==> src/hw/rtl/isim_pkg.sv <==
// Package for the interval set insert-and-merge block.
// Holds status codes, register indexes, cell commands and controller states.
// No dependencies; used by isim_cell and interval_set_insert_merge_top.
package isim_pkg;

    localparam int MAX_INTERVALS_DEF = 64;
    localparam int OFFSET_BITS_DEF   = 48;

    localparam int STATUS_W  = 3;
    localparam int CFG_IDX_W = 1;

    localparam logic [STATUS_W-1:0] STATUS_OK        = 3'd0;
    localparam logic [STATUS_W-1:0] STATUS_DUPLICATE = 3'd1;
    localparam logic [STATUS_W-1:0] STATUS_OUTSIDE   = 3'd2;
    localparam logic [STATUS_W-1:0] STATUS_INVERTED  = 3'd3;
    localparam logic [STATUS_W-1:0] STATUS_FULL      = 3'd4;

    localparam logic [CFG_IDX_W-1:0] CFG_RANGE_START = 1'b0;
    localparam logic [CFG_IDX_W-1:0] CFG_RANGE_END   = 1'b1;

    typedef enum logic [2:0] {
        CELL_HOLD,
        CELL_COMPARE,
        CELL_SCAN,
        CELL_MSHIFT,
        CELL_MFIX,
        CELL_INSERT
    } cell_op_t;

    typedef enum logic [2:0] {
        ST_IDLE,
        ST_COMPARE,
        ST_SCAN,
        ST_DECIDE,
        ST_MSHIFT,
        ST_MFIX,
        ST_INSERT,
        ST_DONE
    } ctrl_state_t;

    typedef struct packed {
        logic dup;
        logic cov;
        logic hit;
    } scan_flags_t;

endpackage

==> src/hw/rtl/isim_cell.sv <==
// One table slot of the interval set: a stored range plus its compare flags.
// Exchanges contents with its left and right neighbors under a broadcast command.
// Depends on isim_pkg.
module isim_cell #(
    parameter int OFFSET_BITS = isim_pkg::OFFSET_BITS_DEF
) (
    input  logic                   aclk,
    input  isim_pkg::cell_op_t     op,
    input  logic                   valid,
    input  logic [OFFSET_BITS-1:0] ins_start,
    input  logic [OFFSET_BITS-1:0] ins_end,
    input  logic [OFFSET_BITS-1:0] left_start,
    input  logic [OFFSET_BITS-1:0] left_end,
    input  logic                   left_gelo,
    input  logic [OFFSET_BITS-1:0] right_start,
    input  logic [OFFSET_BITS-1:0] right_end,
    input  isim_pkg::scan_flags_t  right_flags,
    output logic [OFFSET_BITS-1:0] start_o,
    output logic [OFFSET_BITS-1:0] end_o,
    output logic                   gelo_o,
    output isim_pkg::scan_flags_t  flags_o
);
    import isim_pkg::*;

    logic [OFFSET_BITS-1:0] start_reg, start_next;
    logic [OFFSET_BITS-1:0] end_reg, end_next;
    logic                   gelo_reg, gelo_next;
    scan_flags_t            flags_reg, flags_next;
    logic                   is_lo;
    logic                   above_lo;

    // Empty slots count as reaching the insert start, so the first slot with
    // gelo set is where the new range lands or where the merge begins.
    assign is_lo    = gelo_reg & ~left_gelo;
    assign above_lo = left_gelo;

    always_comb begin
        start_next = start_reg;
        end_next   = end_reg;
        gelo_next  = gelo_reg;
        flags_next = flags_reg;
        unique case (op)
            CELL_COMPARE: begin
                gelo_next      = ~valid | (end_reg >= ins_start);
                flags_next.dup = valid & (start_reg == ins_start) & (end_reg == ins_end);
                flags_next.cov = valid & (start_reg <= ins_start) & (ins_end <= end_reg);
                flags_next.hit = valid & (end_reg >= ins_start) & (start_reg <= ins_end);
            end
            CELL_SCAN: begin
                flags_next = right_flags;
            end
            CELL_MSHIFT: begin
                if (above_lo) begin
                    start_next = right_start;
                    end_next   = right_end;
                end else if (is_lo) begin
                    end_next = right_end;
                end
            end
            CELL_MFIX: begin
                if (is_lo) begin
                    start_next = (ins_start < start_reg) ? ins_start : start_reg;
                    end_next   = (ins_end > end_reg) ? ins_end : end_reg;
                end
            end
            CELL_INSERT: begin
                if (is_lo) begin
                    start_next = ins_start;
                    end_next   = ins_end;
                end else if (above_lo) begin
                    start_next = left_start;
                    end_next   = left_end;
                end
            end
            default: begin
            end
        endcase
    end

    always_ff @(posedge aclk) begin
        start_reg <= start_next;
        end_reg   <= end_next;
        gelo_reg  <= gelo_next;
        flags_reg <= flags_next;
    end

    assign start_o = start_reg;
    assign end_o   = end_reg;
    assign gelo_o  = gelo_reg;
    assign flags_o = flags_reg;

endmodule

==> config.mk <==
export PLATFORM = sky130hd
export DESIGN_NAME = isim_cell
export DESIGN_NICKNAME = d
export VERILOG_FILES = /design/src/hw/rtl/isim_pkg.sv /design/src/hw/rtl/isim_cell.sv
export SDC_FILE = /design/constraint.sdc
export NUM_CORES = 1
export LEC_CHECK = 0
export BUFFER_PORTS_ARGS = -buffer_cell sky130_fd_sc_hd__buf_2
export CORE_MARGIN = 5
export CORE_UTILIZATION = 40
export CTS_BUF_LIST = sky130_fd_sc_hd__clkbuf_8
export DETAILED_ROUTE_END_ITERATION = 6
export PLACE_DENSITY_LB_ADDON = 0.08
export SYNTH_ARGS = -nofsm -noshare
export SYNTH_HDL_FRONTEND = slang
export SYNTH_SLANG_ARGS = --single-unit
export TNS_END_PERCENT = 20
==> constraint.sdc <==
create_clock -name aclk -period 6.6 [get_ports aclk]
set_input_delay 0.99 -clock aclk [delete_from_list [all_inputs] [get_ports aclk]]
set_output_delay 0.99 -clock aclk [all_outputs]
set_load 0.02 [all_outputs]
## Word level (Yosys, flattened, before mapping)

Index checks and enable logic that the tools add are counted.

| storage, ports and cells | value |
|---|---|
| register bits | 100 |
| word-level logic and storage cells | 53 |
| output and inout port bits | 100 |
| bits of input ports | 297 |

| operators by class | value |
|---|---|
| equal/unequal tests | 13 |
| multiplexer cells | 14 |
| magnitude comparators | 6 |
| reduce and logical (&&, ||, !) cells | 4 |
| bitwise operators | 10 |

Operator list:

| kind | number |
|---|---|
| 48-bit two-way mux | 11 |
| 48-bit case mux with 3 select lines | 2 |
| 48-bit less-or-equal comparator | 3 |
| 48-bit equality test | 2 |
| 48-bit greater-or-equal comparator | 1 |
| 48-bit > comparator | 1 |
| 48-bit less-than comparator | 1 |
| 5-bit AND reduction | 2 |
| 2-bit inequality test, second input constant | 4 |
| 1-bit AND | 7 |
| 3-bit by 2-bit equality test with 1-bit output, second input constant | 2 |
| 3-bit equality test, second input constant | 2 |
| 3-bit inequality test, second input constant | 2 |
| 3-bit case mux with 2 select lines | 1 |
| 3-bit by 1-bit equality test with 1-bit output, second input constant | 1 |
| 3-bit nonzero test | 1 |
| 1-bit NOT | 2 |
| 2-bit nonzero test | 1 |
| 1-bit bitwise OR | 1 |

## Depth between registers and ports, before layout

Gate-level depths: netlist (run 1).

| logic depth | value |
|---|---|
| depth in word-level cells | 5 |
| depth in mapped cells | 9 |
| depth with buffers taken out | 9 |

## Worst setup path after synthesis (run 1)

Ideal clock, no wire load.

| path | value |
|---|---|
| path type | input-to-reg |
| start | in ins_start[1] |
| end | reg start_reg[0], in the netlist start_o[0] (enable) |
| data required time | 6.129 ns |
| library setup time | 0.471 ns |
| stages on the path | 8 |
| path buffers | 0 |
| data arrival time | 4.491 ns |
| slack | 1.638 ns |
| path through | ha_1 -> nor2b_1 -> o211ai_1 -> a21oi_1 -> a211o_1 -> a41oi_1 -> a31oi_1 -> o22ai_1 |

| on the way | value |
|---|---|
| cells in the longest elaborated chain, start to end | 3 |

RTL lines:

| item | line | text |
|---|---|---|
| start: declaration | isim_cell.sv:10 | `input logic [OFFSET_BITS-1:0] ins_start,` |
| 48-bit less-than comparator | isim_cell.sv:62 | `start_next = (ins_start < start_reg) ? ins_start : start_reg;` |
| 2-bit inequality test (no line) | -- |  |
| 5-bit AND reduction (no line) | -- |  |
| end signal: assignment | isim_cell.sv:81 | `start_reg <= start_next;` |
| end: declaration | isim_cell.sv:25 | `logic [OFFSET_BITS-1:0] start_reg, start_next;` |

Every way passes these cells.
A chain may end at the register's enable or synchronous reset.

## Final worst setup path (run 1)

| path | value |
|---|---|
| start | in ins_start[23] |
| end | reg start_reg[30], in the netlist start_o[30] (enable) |

Same word-level chain as after synthesis.

==> results of run 1 <==
[power groups by stage]
stage / logic [mW] / registers [mW] / clock network [mW]
2_1_floorplan: 0.322 / 0.835 / 0
3_3_place_gp: 0.609 / 0.801 / 0
3_5_place_dp: 0.617 / 0.801 / 0
4_1_cts: 0.621 / 0.787 / 0.431
5_1_grt: 0.699 / 0.791 / 0.452
6_report: 0.614 / 0.786 / 0.412
[stage by stage]
| step | hold WS, ns | util | cells | total power [mW] | setup slack, ns |
|---|---|---|---|---|---|
| after global routing | 0.859 | 0.510 | 1845 | 1.94 | 2.47 |
| after CTS | 0.833 | 0.510 | 1842 | 1.84 | 2.67 |
| after floorplan | 0.967 | - | 1133 | 1.16 | 1.64 |
| after global placement | 0.978 | 0.502 | 1826 | 1.41 | 2.34 |
| final | 0.868 | 0.510 | 1846 | 1.81 | 2.70 |
| after detailed placement | 1.01 | 0.502 | 1826 | 1.42 | 2.28 |
[placed cells by master, fill, tap and decap left out, types with 19 or more instances in the layout]
master,Yosys,routed
mux2i_1,96,96
a21oi_1,76,76
edfxtp_1,100,100
inv_1,198,199
a21o_1,22,22
buf_2,7,396
nor2_1,19,19
ha_1,192,192
o21ai_0,122,122
nand2_1,145,144
nand4_1,37,37
[critical path, delay by kind of cell]
family / cells / cell delay [ns]
compound gates: 7 / 2.09
fa+ha+maj: 1 / 0.32
buf+inv: 2 / 0.56
[final timing paths]
check                               end  slack, ns  depth (start not counted)             startpoint
setup / recovery  start_o[30]$_DFFE_PP_       2.70                         10          ins_start[23]
setup reg to reg  start_o[30]$_DFFE_PP_       2.98                         10  start_o[23]$_DFFE_PP_
hold / removal       end_o[0]$_DFFE_PP_       0.87                          3           right_end[0]
hold reg to reg        gelo_o$_DFFE_PP_       1.01                          4    end_o[47]$_DFFE_PP_
[kinds of logic after synthesis]
family,share of synthesized area
compound gates,0.150
simple gates,0.119
buf+inv,0.0876
fa+ha+maj,0.242
flops,0.303
mux,0.0970
xor+xnor,0.000884
[cell type report]
type / count / area share
multi-input cells: 804 / 0.488
flip-flops and latches: 100 / 0.241
repair buffers: 400 / 0.162
inverters: 198 / 0.0597
well taps: 324 / 0.0326
clock buffers: 9 / 0.00995
clock inverters: 7 / 0.00553
diodes: 4 / 0.000804
[state kept, by name, summed over array words and instances, names as in the netlist]
signal   cells
end_o       48
flags_o      3
gelo_o       1
start_o     48
[metal layers]
layer | vias up | share of wire
li1 | 4787 | -
met1 | 4191 | 0.42
met4 | 4 | 0.016
met3 | 34 | 0.062
met2 | 274 | 0.50
met5 | - | 0.00076
==> flow_summary.json, run 1 <==
{
  "status": "completed",
  "hold_violations": 0,
  "post-synth-top-count-cell": "inv_1",
  "synth-seq-cells": 100,
  "gr-usage-met2": 0.407,
  "grtUsageTotal": 0.228,
  "finalCritPeriodShare": 0.591,
  "core_um2": 24400,
  "busiest_layer": "met2",
  "dieHeight_um": 167,
  "start_util": 0.406,
  "design_area_um2": 12400,
  "clkPwrFrac": 0.228,
  "p_leak_nw": 6.92,
  "io_pins": 397,
  "finalSetupTns_ns": 0,
  "max_slew_margin": 0.264,
  "setup_violations": 0,
  "critical_path_class": "primary input to flop",
  "power_density_nw_per_um2": 146,
  "cts_made_buffers": 9,
  "cts_resized": 0,
  "avgViaCountPerCell": 5.03,
  "critPathMaxStageDelay_ns": 0.84,
  "ys_seq_area_frac": 0.303,
  "cpMaxStageDelayCell": "o22ai_4",
  "rsz0062_at_grt": "false",
  "die_width_um": 167,
  "antenna_found_initial": 5,
  "multi_input_area_um2": 6080,
  "vias": 9290,
  "ys_warn_count": 0,
  "antenna_left": 0,
  "grt_pass1_wl_um": 50500,
  "place_hpwl_um": 28000,
  "place_area_um2": 12200,
  "worst_pin_slew_ns": 1.10,
  "synth_top_area_share": 0.303,
  "synthTopCellsByCount": "inv_1 (198), ha_1 (192), nand2_1 (145), o21ai_0 (122), edfxtp_1 (100)",
  "end_kind": "flop",
  "synth_area_um2": 9910,
  "cts.sink_count": 100,
  "synth_edf_count": 100,
  "period_needed_ns": 3.90,
  "grt_start_max_net_pins": 103,
  "cts_tree": "yes",
  "startpoint_type": "primary input",
  "syn_nets": 1622,
  "area_growth_pct": 25.6,
  "routedWlPerCell_um": 17.9,
  "htreeDepth": 3,
  "synth_cell_types": 50,
  "drt_wl_total_um": 33000,
  "cts.path.max_buffers": 2,
  "hold_buffers": 0,
  "synth_ff_type": "edfxtp_1",
  "fin_skew_ns": 0.0181,
  "gp_congestion": 0.879,
  "nFillCells": 2462,
  "crit_arrival_ns": 3.97,
  "drive_above_1_share": 0.281,
  "grt-ovfl-total": 0,
  "drc": 0,
  "clkTransAtPathRegs_ns": 0.11,
  "use_met1": 0.282,
  "dieArea_um2": 28000,
  "syn_inst": 1133,
  "max_cap_viol_count": 0,
  "critPathMaxFanout": 30,
  "p_seq_frac": 0.434,
  "critPathRequiredTime_ns": 6.66,
  "p_comb_frac": 0.339,
  "grtUsageMet3": 0.0469,
  "finalNetCount": 2002,
  "clkLatencyLatePin_ns": 0.39,
  "drv_slew": 0,
  "p_sw_uw": 627,
  "seqCellArea_um2": 3000,
  "drt_iter0_markers": 422,
  "internal_power_mw": 1.19,
  "path_cells": "buf_2 > ha_1 > a21oi_1 > o21ai_0 > a221oi_1 > o21ai_0 > a21oi_1 > a31oi_1 > o22ai_4 > buf_4",
  "hold_class": "primary input to flop",
  "cts_setup_buffers": 0,
  "max_freq_mhz": 256,
  "peakVddDrop_mv": 0.114,
  "port-buffer-count": 396,
  "drtPass1Iterations": 5,
  "synth_area_per_cell_um2": 8.75,
  "async_flop_share": 0,
  "rows": 57,
  "grt_pass1_vias": 9301,
  "synthTopCellsByArea": "edfxtp_1 (30%), ha_1 (24%), mux2i_1 (9.7%)",
  "cts-root-buf": "clkbuf_8",
  "synth_largest_area_cell": "edfxtp_1",
  "p_sw_frac": 0.346
}
No activity file was read; power rests on OpenSTA's default activity.
==> run 2: changes to the inputs <==
--- a/config.mk
+++ b/config.mk
@@ -5,6 +5,7 @@
 export SDC_FILE = /design/constraint.sdc
 export NUM_CORES = 1
 export LEC_CHECK = 0
+export ABC_AREA = 1
 export BUFFER_PORTS_ARGS = -buffer_cell sky130_fd_sc_hd__buf_2
 export CORE_MARGIN = 5
 export CORE_UTILIZATION = 40
==> constraint.sdc (replaced) <==
create_clock -name aclk -period 3.3 [get_ports aclk]
set_input_delay 0.495 -clock aclk [delete_from_list [all_inputs] [get_ports aclk]]
set_output_delay 0.495 -clock aclk [all_outputs]
set_load 0.02 [all_outputs]
==> flow_summary.json, run 2 <==
{
  "antenna_found_initial": 14,
  "crit_path_frequent_cell": "nand2_1",
  "critical_path_class": "flop to flop",
  "grt_pass1_vias": 11100,
  "drive_above_1_share": 0.234,
  "drc": 0,
  "end_kind": "flop",
  "p_sw_mw": 1.38,
  "ys_seq_area_frac": 0.281,
  "critPathRequiredTime_ns": 3.39,
  "hold_class": "primary input to flop",
  "dp_slack_ns": 0.494,
  "final_common_cell": "nand2_1",
  "ys_warn_count": 0,
  "cts.path.max_buffers": 2,
  "p_seq_frac": 0.423,
  "cts_resized": 0,
  "avgViaCountPerCell": 5.10,
  "synth_edf_count": 100,
  "status": "completed",
  "total_power_mw": 3.74,
  "place_hpwl_um": 31300,
  "synthTopCellsByCount": "nand2_1 (398), inv_1 (239), ha_1 (192), a21oi_1 (182), nand3_1 (109)",
  "worst_pin_slew_ns": 0.962,
  "hold_violations": 0,
  "core_um2": 26200,
  "grt_start_max_net_pins": 193,
  "critPathMaxStageDelay_ns": 0.43,
  "startpoint_type": "flop",
  "area_growth_pct": 23.8,
  "power_density_nw_per_um2": 283,
  "syn_inst": 1505,
  "drv_slew": 0,
  "clkPwrFrac": 0.225,
  "dieArea_um2": 30100,
  "cts.sink_count": 100,
  "synthTopCellsByArea": "edfxtp_1 (28%), ha_1 (23%), nand2_1 (14%)",
  "synth_ff_type": "edfxtp_1",
  "cts_tree": "yes",
  "dp.cells": 2198,
  "cpMaxStageDelayCell": "edfxtp_1",
  "async_flop_share": 0,
  "path_delay_family": "simple AND/OR/NAND/NOR gates",
  "syn_nets": 1994,
  "grtUsageTotal": 0.252,
  "peakVddDrop_mv": 0.127,
  "synth_top_area_share": 0.281,
  "rsz0062_at_grt": "false",
  "drtPass1Iterations": 5,
  "p_comb_frac": 0.352,
  "nFillCells": 2728,
  "place_area_um2": 13000,
  "mostFrequentLayoutCells": "nand2_1 (398), buf_2 (396), inv_1 (241)",
  "post-synth-top-count-cell": "nand2_1",
  "max_cap_viol_count": 0,
  "start_util": 0.407,
  "critPathBufInv": 2,
  "p_sw_frac": 0.369,
  "die_width_um": 173,
  "clkTransAtPathRegs_ns": 0.11,
  "finalNetCount": 2363,
  "cts-root-buf": "clkbuf_8",
  "max_slew_margin": 0.358,
  "synth_largest_area_cell": "edfxtp_1",
  "finalNonFillerCells": 2226,
  "grt-ovfl-total": 0,
  "synth-seq-cells": 100,
  "fin_skew_ns": 0.0141,
  "design_area_um2": 13200,
  "critPathMaxFanout": 27,
  "dieHeight_um": 173,
  "cts_made_buffers": 9,
  "antenna_left": 0,
  "path_cells": "inv_1 > ha_1 > nand4_1 > nor3_1 > nand2_1 > nor3_2 > nand2_1 > nand3_1 > nand2_1 > a21oi_4 > buf_12",
  "cts_setup_buffers": 0,
  "finalCritPeriodShare": 0.786,
  "p_leak_nw": 7.37,
  "io_pins": 397,
  "period_needed_ns": 2.59,
  "utilization": 0.504,
  "max_freq_mhz": 386,
  "clkLatencyLatePin_ns": 0.39,
  "hold_buffers": 0,
  "rows": 59,
  "vias": 11400,
  "setup_violations": 0,
  "grt_pass1_wl_um": 60700,
  "finalSetupTns_ns": 0,
  "drt_wl_total_um": 39300,
  "crit_arrival_ns": 2.68,
  "gp_congestion": 0.848,
  "timing.final.ws_setup_ns": 0.706,
  "synth_area_per_cell_um2": 7.09,
  "drt_iter0_markers": 726,
  "synth_area_um2": 10700,
  "internal_power_mw": 2.36,
  "synth_cell_types": 26,
  "routedWlPerCell_um": 17.7,
  "htreeDepth": 3,
  "port-buffer-count": 396,
  "hold_ws_ns": 0.380
}
run 2: path summary, 6_finish.rpt:
| path | start | endpoint | slack (ns) | depth (start not counted) |
|---|---|---|---|---|
| max | end_o[33]$_DFFE_PP_ | end_o[38]$_DFFE_PP_ | 0.71 | 11 |
| min | right_flags[0] | flags_o[0]$_DFFE_PP_ | 0.38 | 3 |
| max reg2reg | end_o[33]$_DFFE_PP_ | end_o[38]$_DFFE_PP_ | 0.71 | 11 |
| min reg2reg | gelo_o$_DFFE_PP_ | end_o[5]$_DFFE_PP_ | 1.12 | 3 |
run 2: per-layer routing:
metal / up-vias / share of wire / track usage
met5: - / 0.00089 / 0
met4: 8 / 0.021 / 0.0725
met3: 45 / 0.075 / 0.0532
met2: 392 / 0.47 / 0.417
met1: 5156 / 0.43 / 0.332
li1: 5762 / - / -
run 2: power by group through the flow:
stage,sequential (mW),clock (mW),combinational [mW]
2_1_floorplan,1.68,0,0.690
3_5_place_dp,1.61,0,1.32
6_report,1.58,0.840,1.32
4_1_cts,1.58,0.869,1.32
3_3_place_gp,1.61,0,1.29
5_1_grt,1.59,0.905,1.50
run 2: cell type report:
| type | count | area [µm²] | share of cell area |
|---|---|---|---|
| Multi-Input combinational cell | 1103 | 6520 | 0.493 |
| Sequential cell | 100 | 3000 | 0.227 |
| Timing Repair Buffer | 409 | 2120 | 0.160 |
| Inverter | 251 | 950 | 0.0718 |
| Tap cell | 335 | 419 | 0.0317 |
| Clock buffer | 9 | 124 | 0.00937 |
| Clock inverter | 7 | 60.1 | 0.00454 |
| Antenna cell | 12 | 30.0 | 0.00227 |
run 2: logic make-up after synthesis:
group                      Yosys count  synth area share
adders and majority gates          192             0.225
AOI/OAI and AO/OA                  316             0.152
buffers and inverters              302             0.110
DFF                                100             0.281
and+or+nand+nor                    595             0.231
run 2: worst min-delay path, cell delays in order:
cell and delay (ns):
buf_2 0.08, nand2_1 0.04, nand2_1 0.05
